$ cat src/rtl/evpf_ram.sv
`timescale 1ns / 1ps
// Generic simple dual-port RAM: one write port, one registered read port.
// No dependencies.
module evpf_ram #(
  parameter int WIDTH = 8,
  parameter int DEPTH = 256
) (
  input  logic                     clk,
  input  logic                     we,
  input  logic [$clog2(DEPTH)-1:0] waddr,
  input  logic [WIDTH-1:0]         wdata,
  input  logic [$clog2(DEPTH)-1:0] raddr,
  output logic [WIDTH-1:0]         rdata
);

  logic [WIDTH-1:0] mem [DEPTH];
  logic [WIDTH-1:0] rdata_r;

  always_ff @(posedge clk) begin
    if (we) begin
      mem[waddr] <= wdata;
    end
    rdata_r <= mem[raddr];
  end

  assign rdata = rdata_r;

endmodule

$ cat config.mk
export PLATFORM = sky130hd
export DESIGN_NAME = evpf_ram
export DESIGN_NICKNAME = d
export VERILOG_FILES = /design/src/rtl/evpf_ram.sv
export SDC_FILE = /design/constraint.sdc
export NUM_CORES = 2
export LEC_CHECK = 0
export BUFFER_PORTS_ARGS = -buffer_cell sky130_fd_sc_hd__buf_2
export CAP_MARGIN = 40
export CORE_MARGIN = 3
export CORE_UTILIZATION = 40
export DETAILED_ROUTE_END_ITERATION = 10
export GPL_ROUTABILITY_DRIVEN = 0
export PLACE_DENSITY = 0.64
export SYNTH_ARGS = -nofsm -noshare
export SYNTH_HDL_FRONTEND = slang
export SYNTH_SLANG_ARGS = --single-unit
export TNS_END_PERCENT = 1
$ cat constraint.sdc
create_clock -name clk -period 2.2 [get_ports clk]
set_input_delay 0.11 -clock clk [delete_from_list [all_inputs] [get_ports clk]]
set_output_delay 0.11 -clock clk [all_outputs]
set_load 0.005 [all_outputs]
==> impl_metrics.toml <==
[job]
cap_violations = 0

[cts]
clkLatencyLatePin_ns = 0.84
cts_tree = "yes"
clockRootBuffer = "clkbuf_16"
cts_buffers = 198
clkTransAtPathRegs_ns = 0.06
cts_setup_buffers = 0
clockBufferDepth = 3
clock_sinks = 2056
cts_htree_levels = 4

[logic_synthesis]
ys_seq_area_share_pct = 77.5
syn_area_per_cell_sq_um = 21.3
synth_compound_area_share_pct = 3.42
synthXorXnorAreaFrac_pct = 0
syn_inst = 3733
synthArstFlopShare_pct = 0
yosys_register_bits = 2056
ys.warnings.count = 0
synth-main-ff-cell = "edfxtp_1"
synth_mux_area_share_pct = 14.6
yosys.area_share.simple_pct = 2.63
synth_nets = 3759
netlist_area_sq_um = 79600
synthAdderAreaFrac_pct = 0
synth_top_family_by_area = "multiplexers"
ys_types = 55
synth_edf_count = 2048

[sta]
fmax_ghz = 0.440
whs_ns = 0.0772
worst_slack_ns = -0.0750
period_needed_ns = 2.28
worst_pin_slew_ns = 0.861
setup_viol = 5
finClkSkew_ns = 0.0446
final_max_slew_viol_count = 0
rsz0062_at_grt = "true"
tns_ns = -0.263
period_share_pct = 103
max_slew_margin_pct = 42.6
hold_viol_final = 0

[detailed_routing]
drc = 0
drt-total-wl_microns = 204000
vias = 41100
drtPass1Iterations = 5
antenna_left = 0
routedWlPerCell_microns = 27.8
drtIter0Drc = 5104
avgViaCountPerCell = 5.63

[worst_hold_path]
hold_path_class = "in -> reg"
hold_start = "waddr[4]"

[setup_path]
r2r-end = "rdata[0]"
cp-end-kind = "register"
crit_type = "reg -> reg"
crit_path_max_fanout = 1
worstReg2RegStart = "mem[87][0]"
reg2reg_slack_ns = -0.08
worstPathArrival_ns = 2.99
worstRegToRegCells = 6
startpoint_type = "register"
crit_required_ns = 2.91
crit_end = "rdata[0]"
crit_start = "mem[87][0]"

[final_layout]
drive_gt1_share_pct = 34.1
fin_util_pct = 48.5
syn_to_final_growth_pct = 20.4
layout.nets = 4524
fin_cells = 7312
fin_area_sq_um = 95800

[placement]
placed_cell_area_sq_um = 88800
dp_cells = 6924
numPortBuffers = 33
dp_hpwl_microns = 131000

[grt]
grt_overflow = 0
grt_usage_pct = 19.9
grt_start_max_net_pins = 108
antenna_found_initial = 18
grt_pass1_wl_microns = 294000
grt_pass1_vias = 41400

[power_and_ir_drop]
p_leak_uw = 0.0310
ir_worst_vdd_mv = 0.705
powerDensity_nw_per_um2 = 856

[status]
status = "finished, violations left"
violations = "negative setup slack"

[floorplan]
ioPinCount = 34
core_area_sq_um = 198000
die_w_microns = 452
dieArea_sq_um = 204000
fp.dieH_microns = 452
start_util_pct = 40.3
core.rowCount = 163
-- worst min-delay path by stage --
stage | to | slack, ns | cells after the start
3_5_place_dp | mem[129][3] | 0.39 | 1
2_1_floorplan | mem[0][0] | 0.21 | 0
5_1_grt | mem[190][3] | 0.07 | 4
6_report | mem[191][3] | 0.08 | 4
4_1_cts | mem[191][3] | 0.009 | 4
3_3_place_gp | mem[130][3] | 0.38 | 1
-- state kept, by name, summed over array words and instances (netlist names) --
| register | cells |
|---|---|
| rdata | 8 |
| mem | 2048 |
-- routing by layer --
layer | part of all wire, % | global-route usage, %
met5 | 0.037 | 0
met2 | 48 | 31.5
met3 | 9.2 | 5.10
met4 | 3.2 | 6.76
met1 | 39 | 26.9
-- critical path, stage by stage, from the launching register on --
cell and delay, ns:
edfxtp_1 0.37, mux4_2 0.49, mux4_2 0.49, nor2b_4 0.16, nor4_4 0.42, buf_4 0.19
nor4_2 0.04
-- per-stage QoR --
stage	total power, uW	setup slack, ns
after CTS	82500	-0.0882
after global placement	48700	-1.05
after global routing	84400	-0.137
after floorplan	46100	0.152
final	82000	-0.0750
after detailed placement	48800	-1.01
-- cells in the mapped netlist (all sizes together), types with 10 or more instances --
| library cell | n | area (sq um) |
|---|---|---|
| a221oi | 14 | 129 |
| nand4 | 10 | 62.6 |
| nand3 | 34 | 170 |
| o221ai | 47 | 418 |
| mux4 | 456 | 10300 |
| nor4 | 27 | 188 |
| o211ai | 10 | 75.1 |
| a211oi | 16 | 120 |
| buf | 122 | 1030 |
| nor2 | 282 | 1060 |
| a21oi | 96 | 480 |
| nand2 | 33 | 124 |
| clkbuf | 111 | 417 |
| nor3 | 22 | 110 |
| edfxtp | 2048 | 61500 |
| a22oi | 133 | 998 |
| nor2b | 31 | 194 |
| o21ai | 12 | 60.1 |
| mux2i | 134 | 1340 |
| o22ai | 28 | 175 |
-- cells in the final DEF, fill, tap and decap left out, drive strengths merged, types with 10 or more instances in the layout --
master,netlist,layout
mux2i,134,134
o21ai,12,12
o22ai,28,28
o221ai,47,47
bufinv,0,21
a22oi,133,133
nand2,33,33
nor4,27,27
nor2,282,282
nand4,10,10
mux4,456,456
edfxtp,2048,2048
clkinv,1,92
nand3,34,34
a21oi,96,96
nor2b,31,31
buf,122,782
nor3,22,22
dlygate4sd3,0,14
clkbuf,111,246
o211ai,10,10
a211oi,16,16
a221oi,14,14
-- logic make-up (layout without fill, tap and decap cells) --
| logic type | after synthesis | in the layout |
|---|---|---|
| compound gates | 385 | 385 |
| buf+inv | 235 | 1168 |
| flops | 2056 | 2056 |
| mux | 591 | 591 |
| other cells | 0 | 6 |
| simple gates | 466 | 466 |
-- cell type report --
class | count | area [sq um]
fillers | 15800 | 102000
flip-flops and latches | 2056 | 61700
multi-input cells | 1442 | 16800
repair buffers | 798 | 7460
clock buffers | 244 | 5250
well taps | 2640 | 3300
clock inverters | 124 | 1260
diodes | 6 | 15.0
inverters | 2 | 7.51
-- power breakdown --
part	switching [uW]	leakage, uW	internal, uW	total [uW]
Sequential	80.4	0.0185	43200	43300
Clock	14500	0.00318	19500	34000
Combinational	2770	0.00940	2000	4770
Total	17400	0.0310	64600	82000
-- what timing repair did --
| action | 4_1_cts | 5_1_grt |
|---|---|---|
| hold endpoints to repair | 986 | 0 |
| cloned | 0 | 0 |
| gates resized for setup | 42 | 17 |
| hold buffers | 14 | 0 |
| endpoints found under the setup margin | 8 | 8 |
| pin swaps | 7 | 7 |
Power figures use the tool's default switching activity.
